`config.mk`:
```
export PLATFORM = sky130hd
export DESIGN_NAME = ils_ram
export DESIGN_NICKNAME = d
export VERILOG_FILES = /design/src/rtl/ils_ram.sv
export SDC_FILE = /design/constraint.sdc
export NUM_CORES = 1
export LEC_CHECK = 0
export BUFFER_PORTS_ARGS = -buffer_cell sky130_fd_sc_hd__buf_2
export CAP_MARGIN = 25
export CORE_AREA = 2 2 144 132
export DETAILED_ROUTE_END_ITERATION = 6
export DIE_AREA = 0 0 146 134
export PLACE_DENSITY_LB_ADDON = 0.05
export SLEW_MARGIN = 30
export SYNTH_ARGS = -nofsm -noshare
export SYNTH_HDL_FRONTEND = slang
export SYNTH_SLANG_ARGS = --single-unit
```
`constraint.sdc`:
```
create_clock -name clk -period 4.16 [get_ports clk]
set_input_delay 0.416 -clock clk [delete_from_list [all_inputs] [get_ports clk]]
set_output_delay 0.416 -clock clk [all_outputs]
set_load 0.02 [all_outputs]
```
`src/rtl/ils_ram.sv`:
```
module ils_ram #(
  parameter int DEPTH = 8,
  parameter int WIDTH = 32,
  parameter int AW    = $clog2(DEPTH)
) (
  input  logic             clk,
  input  logic             we,
  input  logic [AW-1:0]    waddr,
  input  logic [WIDTH-1:0] wdata,
  input  logic [AW-1:0]    raddr,
  output logic [WIDTH-1:0] rdata
);

  logic [WIDTH-1:0] mem [DEPTH];

  always_ff @(posedge clk) begin
    if (we) begin
      mem[waddr] <= wdata;
    end
    rdata <= mem[raddr];
  end

endmodule

```
==> After elaboration in Yosys (flattened, before gate mapping) <==
Memory sizes are Yosys's and may differ from the RTL's. A register that Yosys moved wholly into a read port is not among the register bits.
Index checks and enable logic that the tools add are counted.
{ "op_classes": {"n_mux": 2} }
{ "op_table": {"columns": ["op", "n"], "rows": [
  ["$mux W1", 2]
]} }
{ "word_totals": {"ram_bits": 256, "regBits": 0, "elab_cells": 3, "output_inout_bits": 32, "inputBits": 40, "mem_count": 1} }
{ "mem_list": {"columns": ["memory", "words", "width", "read_ports", "rd_ports_with_merged_regs", "write_ports", "line_no", "text"], "rows": [
  ["mem", 8, 32, 1, 1, 1, "14", "logic [WIDTH-1:0] mem [DEPTH];"]
]} }

==> Depth between registers and ports, before layout <==
{ "depth": {"word_depth": 2, "mapped_depth": 4, "mapped_depth_nobuf": 2} }

==> Worst setup path before layout <==
OpenSTA, ideal clock, no wires.
{ "synth_path": {"path_kind": "input port to flip-flop", "from": "input waddr[2]", "to": "memory mem[0][0] (enable)", "arrival_time_ps": 2802, "path_buffers": 0, "cell_stages": 2, "setup_ps": 461, "setup_slack_ps": 897, "t_required_ps": 3699, "path_cell_list": "nand2b_1 > nor3_1"} }
{ "synth_rtl": {"columns": ["item", "line_no", "text"], "rows": [
  ["from (decl)", "8", "input logic [AW-1:0] waddr,"],
  ["to (decl)", "14", null]
]} }
No word-level cell before the write port.

==> metrics.md <==
| Metric | Value |
|---|---|
| Routed Antenna Nets | 0 |
| Chip Height | 134 um |
| DR vias/cell | 5.75 |
| Worst Hold Depth | 1 |
| Initial antenna violation count | 0 |
| Overall routed net length | between 15 and 20 mm |
| Syn_area_per_cell | 25.2 sq um |
| Total Nets Final | around 550 |
| Most frequent cells in the layout | edfxtp_1, buf_2, mux4_1 |
| Gr usage total | 0.189 |
| Fill cell count | 1,207 |
| Area contributors post-synth | edfxtp_1, mux4_1, dfxtp_1 |
| Initial core utilization | 0.578 |
| Seq pwr share | 0.520 |
| Cell Pwr Density | 520 nW/um^2 |
| Worst Hold Class | input pin to flop |
| Residual DRC | 0 |
| Endpoints failing hold | 0 |
| First-pass iteration count of the detailed router | 4 |
| Netlist cell types | 13 |
| Count of final setup violators | 0 |
| Fin Hold WS | 0.151 ns |
| Rows | 47 |
| Clock tree root buffer cell | clkbuf_16 |
| Pin count of the biggest net entering global routing | 40 |
| Slew Viols, Final | 0 |
| VDD IR max | between 0.3 and 0.4 mV |
| Worst setup SP type | input pin |
| Worst setup path class | input pin to flop |
| TNS Setup | 0 ns |
| Nature of the critical path endpoint | flop |
| Internal | 5.12 mW |
| Layout Skew | just under 0.01 ns |
| Num CTS Buffers | 28 |
| Hold Crit Start | wdata[19] |
| Vias | 4,471 |
| Io pins | 72 |
| Clock Latency Late Sink | 0.53 ns |
| Chip Width | between 100 and 150 um |
| Leak | ~4.2 nW |
| Synthesized area | 10,500 sq um |
| Crit path max fanout | 39 |
| HPWL Detailed | 10.2 mm |
| Logic gate share of total power | 0.053 |
| Critical R2R Launch | mem[1][18] |
| Period Utilization, post-route | 0.444 |
| Maximum buffer depth of the clock tree | 3 |
| Clock sink total | between 200 and 300 |
| Initial drt markers | ~240 |
| Commonest non-fill, non-tap cell in the layout | edfxtp_1 |
| Post-CTS Hold Fix Bufs | 0 |
| Max_cap viols | 0 |
| Die area | 19,600 sq um |
| Placer congestion estimate | 0.677 |
| Inserted Diodes | 0 |
| Layout area overhead | 16.4% |
| Fraction of layout cells with a size suffix above 1 | 0.359 |
| Path depth of the worst reg2reg path | 2 |
| Flop-to-flop setup slack | 2.85 ns |
| Avg WL per Cell | 23.1 um |
| Status | complete, no violations |
| Switch Pwr | 1.21 mW |
| Arr. time, crit path | 2.26 ns |
| CTS H-tree depth | 1 |
| I/O Buffers | 71 |
| Synth top area share | 0.734 |
| Synth area leader | edfxtp_1 |
| Yosys warnings | 0 |
| Unrepaired setup endpoints after global routing | false |
| Final Power | about 6.3 mW |
| Seq/Total Area, Yosys | 0.796 |
| WP data required | 4.58 ns |
| Post-CTS Setup Repair Bufs | 0 |
| Clock transition at path regs | 0.06 ns |
| WHS Endpoint | mem[7][19] |
| FMAX | 542 MHz |
| Reg-to-Reg End | rdata[18] |
| CORE AREA | 18,100 sq um |
| Tmin final | 1.85 ns |
| Mapped Nets | 455 |
| Slew margin rel. | 0.454 |
| First-pass GRT wire length | 27.6 mm |
| Worst slew pin tran | between 0.8 and 0.9 ns |
| Vias in the first global route | 4,746 |
| # resized after CTS | 0 |
| Clock share of power | 0.427 |
| CTS tree | yes |
| Sw frac | 0.192 |
| Synthesized instance count | 415 |
| Yosys reg bits | 288 |
| Grt ovf | 0 |
[worst max path at each step]
stage | start | end | slack, ns
after detailed placement | waddr[2] | mem[0][7] | 1.72
after global placement | raddr[0] | rdata[25] | 1.77
after CTS | raddr[0] | rdata[25] | 2.30
after floorplan | waddr[2] | mem[0][0] | 0.90
after global routing | raddr[0] | rdata[23] | 2.21
final | raddr[0] | rdata[25] | 2.31
[kinds of logic (layout without fill, tap and decap cells)]
logic type	Yosys count	count (layout)	synth area share
buffers and inverters	18	135	0.0122
DFF	288	288	0.796
muxes	96	96	0.186
and+or+nand+nor	13	13	0.00562
[area by class of cell]
type	instances	area, sq um	area share
flip-flops and latches	288	8330	0.684
multi-input cells	109	2080	0.171
clock buffers	35	748	0.0614
repair buffers	85	465	0.0382
well taps	245	307	0.0252
clock inverters	15	258	0.0212
[routing by layer]
layer / vias up / global-route usage / wire [um]
met5: - / 0 / 0
met4: 0 / 0.0442 / 325
met3: 25 / 0.0333 / 740
met2: 108 / 0.339 / 9380
met1: 2352 / 0.248 / 7530
li1: 1986 / - / -
[state kept, by name (all words and copies together), names as in the netlist]
name   cells
mem      256
rdata     32
[critical path, cell delays in order]
cell and delay (ns):
buf_4 0.53, buf_4 0.39, mux4_1 0.59, mux2_2 0.28
[synth_stat cells]
master and instances:
clkbuf_1 1, buf_1 4, buf_6 7, nor3_1 2, mux4_1 40, dfxtp_1 32, nor2_1 6, edfxtp_1 256
nand2b_1 3, buf_2 6, nand2_1 2, mux2_2 32, mux4_2 24
[power groups by stage]
stage                     clock network [mW]  registers [mW]  logic, mW
after detailed placement                   0            3.36      0.337
final                                   2.70            3.29      0.333
after global placement                     0            3.35      0.329
after global routing                    2.87            3.30      0.360
after floorplan                            0            3.39      0.165
after CTS                               2.76            3.30      0.339
[per-stage QoR]
step	instance area (sq um)	util	setup slack, ns	std cells
floorplan	10500	-	0.897	415
global placement	11200	0.616	1.77	727
detailed placement	11200	0.617	1.72	727
CTS	12200	0.672	2.30	777
global route	12200	0.673	2.21	777
finish	12200	0.673	2.31	777
No activity file was read; power rests on OpenSTA's default activity.
