--- src/rtl/ils_pkg.sv ---
package ils_pkg;

  localparam int MAX_N_DEF     = 8;
  localparam int FRAC_BITS_DEF = 16;
  localparam int OUT_LIMIT     = 8;
  localparam int DIV_STEPS     = 64;

  localparam logic [1:0] CMD_LOAD_A = 2'd0;
  localparam logic [1:0] CMD_LOAD_B = 2'd1;
  localparam logic [1:0] CMD_SOLVE  = 2'd2;

  localparam logic [1:0] CFG_SIZE   = 2'd0;
  localparam logic [1:0] CFG_TOL    = 2'd1;
  localparam logic [1:0] CFG_METHOD = 2'd2;
  localparam logic [1:0] CFG_MAXIT  = 2'd3;

  localparam logic [1:0] ST_CONVERGED = 2'd0;
  localparam logic [1:0] ST_LIMIT     = 2'd1;
  localparam logic [1:0] ST_ZERO_DIAG = 2'd2;

  localparam logic [3:0]  SIZE_RST  = 4'd4;
  localparam logic [30:0] TOL_RST   = 31'd7;
  localparam logic [7:0]  MAXIT_RST = 8'd100;

  localparam logic signed [63:0] S64_MAX = 64'sh7FFF_FFFF_FFFF_FFFF;

  typedef enum logic [3:0] {
    S_IDLE,
    S_DIAG,
    S_DCHK,
    S_ROW,
    S_DRAIN,
    S_DIV,
    S_EMIT_RD,
    S_EMIT_LD
  } state_t;

  // a - b, clamped to +-(2^63-1)
  function automatic logic signed [63:0] sat_sub64(input logic signed [63:0] a,
                                                   input logic signed [63:0] b);
    logic signed [64:0] s;
    s = {a[63], a} - {b[63], b};
    if (s > 65'(S64_MAX)) begin
      sat_sub64 = S64_MAX;
    end else if (s < -65'(S64_MAX)) begin
      sat_sub64 = -S64_MAX;
    end else begin
      sat_sub64 = s[63:0];
    end
  endfunction

endpackage

--- src/rtl/ils_div.sv ---
module ils_div (
  input  logic               clk,
  input  logic               rst_n,
  input  logic               start,
  input  logic signed [63:0] dividend,
  input  logic signed [31:0] divisor,
  output logic               done,
  output logic signed [31:0] quotient
);

  localparam int CW = $clog2(ils_pkg::DIV_STEPS);

  logic          busy_r, busy_nxt;
  logic          done_r, done_nxt;
  logic [CW-1:0] cnt_r, cnt_nxt;
  logic [31:0]   rem_r, rem_nxt;
  logic [63:0]   dvd_r, dvd_nxt;
  logic [63:0]   q_r, q_nxt;
  logic [31:0]   dsr_r, dsr_nxt;
  logic          neg_r, neg_nxt;
  logic [32:0]   sh;

  always_ff @(posedge clk) begin
    if (!rst_n) begin
      busy_r <= 1'b0;
      done_r <= 1'b0;
      cnt_r  <= '0;
    end else begin
      busy_r <= busy_nxt;
      done_r <= done_nxt;
      cnt_r  <= cnt_nxt;
    end
    rem_r <= rem_nxt;
    dvd_r <= dvd_nxt;
    q_r   <= q_nxt;
    dsr_r <= dsr_nxt;
    neg_r <= neg_nxt;
  end

  always_comb begin
    busy_nxt = busy_r;
    done_nxt = 1'b0;
    cnt_nxt  = cnt_r;
    rem_nxt  = rem_r;
    dvd_nxt  = dvd_r;
    q_nxt    = q_r;
    dsr_nxt  = dsr_r;
    neg_nxt  = neg_r;
    sh       = {rem_r, dvd_r[63]};
    if (start) begin
      busy_nxt = 1'b1;
      cnt_nxt  = '0;
      rem_nxt  = '0;
      dvd_nxt  = dividend[63] ? 64'(-dividend) : dividend;
      dsr_nxt  = divisor[31] ? 32'(-divisor) : divisor;
      neg_nxt  = dividend[63] ^ divisor[31];
      q_nxt    = '0;
    end else if (busy_r) begin
      dvd_nxt = {dvd_r[62:0], 1'b0};
      if (sh >= {1'b0, dsr_r}) begin
        rem_nxt = 32'(sh - {1'b0, dsr_r});
        q_nxt   = {q_r[62:0], 1'b1};
      end else begin
        rem_nxt = sh[31:0];
        q_nxt   = {q_r[62:0], 1'b0};
      end
      cnt_nxt = cnt_r + 1'b1;
      if (cnt_r == CW'(ils_pkg::DIV_STEPS - 1)) begin
        busy_nxt = 1'b0;
        done_nxt = 1'b1;
      end
    end
  end

  always_comb begin
    if (!neg_r) begin
      quotient = (q_r > 64'h7FFF_FFFF) ? 32'sh7FFF_FFFF : q_r[31:0];
    end else begin
      quotient = (q_r > 64'h8000_0000) ? 32'sh8000_0000 : 32'(-q_r[31:0]);
    end
  end

  assign done = done_r;

endmodule
--- config.mk ---
export PLATFORM = sky130hd
export DESIGN_NAME = ils_div
export DESIGN_NICKNAME = d
export VERILOG_FILES = /design/src/rtl/ils_pkg.sv /design/src/rtl/ils_div.sv
export SDC_FILE = /design/constraint.sdc
export NUM_CORES = 1
export LEC_CHECK = 0
export BUFFER_PORTS_ARGS = -buffer_cell sky130_fd_sc_hd__buf_2
export CAP_MARGIN = 25
export CORE_MARGIN = 2
export CORE_UTILIZATION = 55
export DETAILED_ROUTE_END_ITERATION = 6
export PLACE_DENSITY_LB_ADDON = 0.3
export REMOVE_ABC_BUFFERS = 1
export SYNTH_ARGS = -nofsm -noshare
export SYNTH_HDL_FRONTEND = slang
export SYNTH_SLANG_ARGS = --single-unit
--- constraint.sdc ---
create_clock -name clk -period 4.14 [get_ports clk]
set_clock_uncertainty 0.2 [all_clocks]
set_input_delay 0.207 -clock clk [delete_from_list [all_inputs] [get_ports clk]]
set_output_delay 0.207 -clock clk [all_outputs]
set_load 0.01 [all_outputs]
### After elaboration in Yosys (flattened, before gate mapping)

Cells that the tools add are included.

* bitwise gates (word level): 3
* multiplexer cells: 13
* add/sub/neg operators: 5
* equal/unequal tests: 1
* reductions and logical operators: 3
* magnitude comparators: 3

Operators with widths (count)
* $mux 64: 3
* $mux 32: 4
* $gt 64x31->1 const B: 1
* $gt 64x32->1 const B: 1
* $neg 32->32: 2
* $neg 64->64: 1
* $ge 33x32->1: 1
* $sub 32x32->32: 1
* $mux 31: 1
* $add 6x1->6 const B: 1
* $eq 6x6->1 const B: 1
* $mux 1: 5
* $reduce_or 3->1: 1
* $not 1->1: 2
* $reduce_bool 2->1: 1
* $reduce_or 2->1: 1
* $xor 1x1->1: 1

* word-level logic and storage cells: 37
* input port bits: 99
* output and inout port bits: 33
* bits in registers: 201

### Depth between registers and ports, before layout

* depth after elaboration: 4
* depth in mapped cells: 14
* mapped depth without buffers: 12

### Worst setup path before layout

Ideal clock, no wire load.

* path type: register to output
* start: register q_r[0]
* end: output quotient[10]
* required time: 3.733 ns
* arrival time: 2.809 ns
* setup slack: 0.924 ns
* cell stages (with the launch flop): 11
* path buffers: 1
* cell sequence: dfxtp_1 > inv_1 > ha_1 > nor3b_1 > nand2_1 > nor4_1 > nand2_1 > o41ai_2 > nand3_1 > clkbuf_1 > o311ai_0

* word-level cells in the longest chain between the ends: 3
* elaborated cells on any way between the ends: 6
* those cells by class: add/sub (1); order compare (2); mux (3)

RTL lines
* from (decl): line ils_div.sv:18 `logic [63:0] q_r, q_nxt;`
* from (signal assigned): line ils_div.sv:35 `q_r <= q_nxt;`
* $gt 64x31->1, or another cell as far along: line ils_div.sv:77 `quotient = (q_r > 64'h7FFF_FFFF) ? 32'sh7FFF_FFFF : q_r[31:0];`
* $mux 32 (on tied branches): line ils_div.sv:77, ils_div.sv:79
* $mux 32 *: line ils_div.sv:76 `if (!neg_r) begin`
* to (decl): line ils_div.sv:8 `output logic signed [31:0] quotient`

Mark *: on every way between the ends. The rest lies on a longest branch, timed or not.

### Worst setup path in the final report

* start: register q_r[0]
* end: output quotient[29]

Same word-level chain as after synthesis.

==> flow_metrics.env <==
export IMPL_slew_headroom_pct=40.47
export IMPL_power_frac_seq_pct=43.1
export IMPL_syn_area_per_cell_um2=8.944
export IMPL_stdcell_count=1904
export IMPL_critPathKind="register to output port"
export IMPL_dpl_cell_area_mm2=0.01336
export IMPL_hpwl_mm=20.25
export IMPL_htree_levels=1
export IMPL_period_share_pct=95.56
export IMPL_grt_pass1_wl_mm=53.81
export IMPL_wl_per_cell_um=17.06
export IMPL_start_util_pct=55.60
export IMPL_synth_edf_count=97
export IMPL_critPathMaxFanout=5
export IMPL_internal_power_mw=3.860
export IMPL_clk_path_buf_depth=3
export IMPL_syn_cell_area_mm2=0.01251
export IMPL_drc=0
export IMPL_p_clk_share_pct=37.2
export IMPL_tns_ps=0
export IMPL_synthToLayoutAreaGrowth_pct=21.80
export IMPL_ys_types=76
export IMPL_die_x_um=154.8
export IMPL_final_common_cell="nor2_1"
export IMPL_syn_instance_count=1399
export IMPL_overflow=0
export IMPL_wl_mm=32.48
export IMPL_portBuffers=131
export IMPL_ys_async_sr_fraction_pct=0
export IMPL_viasPerCell=5.976
export IMPL_combPwrFrac_pct=19.7
export IMPL_slew_violations=0
export IMPL_ios=132
export IMPL_status="finished, final reports clean"
export IMPL_detail_route_first_pass_iterations=5
export IMPL_mostFrequentLayoutCells="nor2_1, buf_2, dlygate4sd3_1, dfxtp_1, nand2_1"
export IMPL_nFillCells=1766
export IMPL_core_area_mm2=0.02250
export IMPL_design_area_mm2=0.01524
export IMPL_ir_worst_vdd_v=0.0002552
export IMPL_p_leak_nw=6.125
export IMPL_num_rows=55
export IMPL_vias=11380
export IMPL_insertion_delay_ps=530
export IMPL_max_freq_ghz=0.2528
export IMPL_drv_cap=0
export IMPL_drive_above_1_share_pct=13.35
export IMPL_critPathCaptureType="output port"
export IMPL_tightest_slew_ps=893.0
export IMPL_antenna_found_initial=1
export IMPL_switching_share_pct=27.67
export IMPL_clk_pin_slew_ps=60
export IMPL_synth_seq_cells=201
export IMPL_cts_sinks=201
export IMPL_hold_class="input pin to register"
export IMPL_final_hold_violation_count=0
export IMPL_synth_flop_cell="dfxtp_1"
export IMPL_routabilityCongestion=0.9089
export IMPL_grt_setup_unrepaired="no"
export IMPL_fin_crit_ps=3956
export IMPL_dieArea_mm2=0.02397
export IMPL_cts_root_buf="clkbuf_16"
export IMPL_drtAntennaViolNets=0
export IMPL_yosysSeqAreaShare_pct=39.92
export IMPL_finalSetupViolations=0
export IMPL_p_sw_mw=1.477
export IMPL_grt_pass1_vias=11160
export IMPL_worst_ep_arrival_time_ps=3550
export IMPL_initialDrtViolationCount=757
export IMPL_start_kind="register"
export IMPL_placed_cells=1749
export IMPL_die_y_um=154.8
export IMPL_cp_required_ps=3730
export IMPL_power_density_mw_per_mm2=350.2
export IMPL_nets=1737
export IMPL_grt_max_degree=139
export IMPL_grt_usage_pct=26.91
export IMPL_cts_tree="yes"
export IMPL_yosys_warnings=0
export IMPL_numCtsBuffers=23
-- power by group through the flow --
stage | registers (mW) | clock network, mW | logic, mW
6_report | 2.30 | 1.98 | 1.05
5_1_grt | 2.31 | 2.10 | 1.16
3_3_place_gp | 2.33 | 0 | 0.909
4_1_cts | 2.30 | 2.01 | 1.03
2_1_floorplan | 2.35 | 0 | 0.627
3_5_place_dp | 2.34 | 0 | 0.929
-- cell type report --
cell class | count | area (um2) | share of cell area [%]
Inverter | 65 | 244.0 | 1.601
Timing Repair Buffer | 257 | 1913 | 12.55
Clock inverter | 5 | 65.06 | 0.4269
Antenna cell | 1 | 2.502 | 0.01642
Multi-Input combinational cell | 1053 | 7000 | 45.94
Sequential cell | 201 | 4999 | 32.80
Clock buffer | 37 | 659.4 | 4.327
Tap cell | 285 | 356.6 | 2.340
-- repair_timing --
item	in CTS	in global routing
endpoints found under the setup margin	15	31
hold buffers	111	0
hold endpoints to repair	102	0
buffers inserted	0	1
resized for setup	1	7
pin swaps	0	2
-- final timing paths --
kind                            slack (ps)          from           end  cells after the start
worst max-delay path                   180        q_r[0]  quotient[29]                      9
worst min-delay path                    10  dividend[42]     dvd_r[42]                      3
worst max register to register         760     dsr_r[13]     rem_r[24]                     11
worst min register to register         290     rem_r[19]     rem_r[19]                      2
-- worst max-delay path, cell delays in order (launching register included) --
cell and delay (ps):
dfxtp_1 370, nor4_4 340, nand4_1 260, or3_1 400
or3_1 350, or3_1 360, or3_1 370, nor3b_1 170
a211o_1 280, buf_2 140
-- kinds of logic (layout without fill, tap and decap cells) --
logic type | count (synthesis) | after routing | synth area share (%)
flip-flops | 201 | 201 | 39.92
buffers and inverters | 145 | 364 | 4.460
XOR/XNOR | 122 | 122 | 8.540
other | 0 | 1 | 0
adder cells (fa/ha/maj) | 37 | 37 | 3.760
multiplexers | 92 | 92 | 7.460
AO/OA/AOI/OAI | 331 | 331 | 17.54
AND/OR/NAND/NOR | 471 | 471 | 18.32
-- through the flow --
step / utilization, % / power (mW) / setup WS [ps] / hold slack (ps)
final: 67.72 / 5.337 / 183.9 / 14.66
after global routing: 67.72 / 5.575 / 5.520 / 15.29
after CTS: 67.56 / 5.338 / 13.39 / 1.486
after detailed placement: 59.39 / 3.268 / 489.9 / 247.7
after global placement: 59.39 / 3.244 / 633.6 / 235.6
after floorplan: - / 2.973 / -1452 / 76.07
-- synthesized netlist by cell type, types with 3 or more instances --
library cell / n / area (um2)
nor2_1: 188 / 705.7
dfxtp_1: 104 / 2082
nand2_1: 100 / 375.4
edfxtp_1: 97 / 2913
a21oi_1: 95 / 475.5
mux2i_1: 85 / 850.8
xor2_1: 68 / 595.6
inv_1: 64 / 240.2
o21ai_0: 64 / 320.3
clkbuf_1: 56 / 210.2
xnor2_1: 54 / 473.0
ha_1: 36 / 450.4
nor3_1: 32 / 160.2
o31ai_1: 31 / 232.7
o311ai_0: 26 / 227.7
a211oi_1: 23 / 172.7
nand3_1: 23 / 115.1
or3_1: 23 / 143.9
buf_1: 18 / 67.56
o41ai_1: 18 / 157.7
and3_1: 15 / 93.84
nor4_1: 15 / 93.84
nand4_1: 13 / 81.33
or4_1: 12 / 90.09
a21o_1: 11 / 82.58
a31oi_1: 11 / 68.82
o21a_1: 9 / 67.56
nor2b_1: 8 / 50.05
nand2b_1: 7 / 43.79
o21bai_1: 7 / 52.55
mux2_2: 6 / 67.56
nor3b_1: 6 / 45.04
buf_2: 5 / 25.02
a211o_1: 4 / 35.03
a311oi_1: 4 / 35.03
or2_2: 4 / 25.02
or4_4: 4 / 45.04
nor3_2: 3 / 30.03
-- flip-flops by register name, indices dropped and copies added, names as in the netlist --
signal and cells:
q_r 64, dsr_r 32, neg_r 1, rem_r 32
dvd_r 64, cnt_r 6, done 1, busy_r 1
-- layer usage --
| layer | vias up | track usage [%] | wire (um) |
|---|---|---|---|
| li1 | 5501 | - | - |
| met1 | 5395 | 34.64 | 13850 |
| met2 | 414 | 46.66 | 15850 |
| met3 | 68 | 3.895 | 1974 |
| met4 | 0 | 8.818 | 809 |
| met5 | - | 0 | 0 |
(Power assumes the default switching activity.)
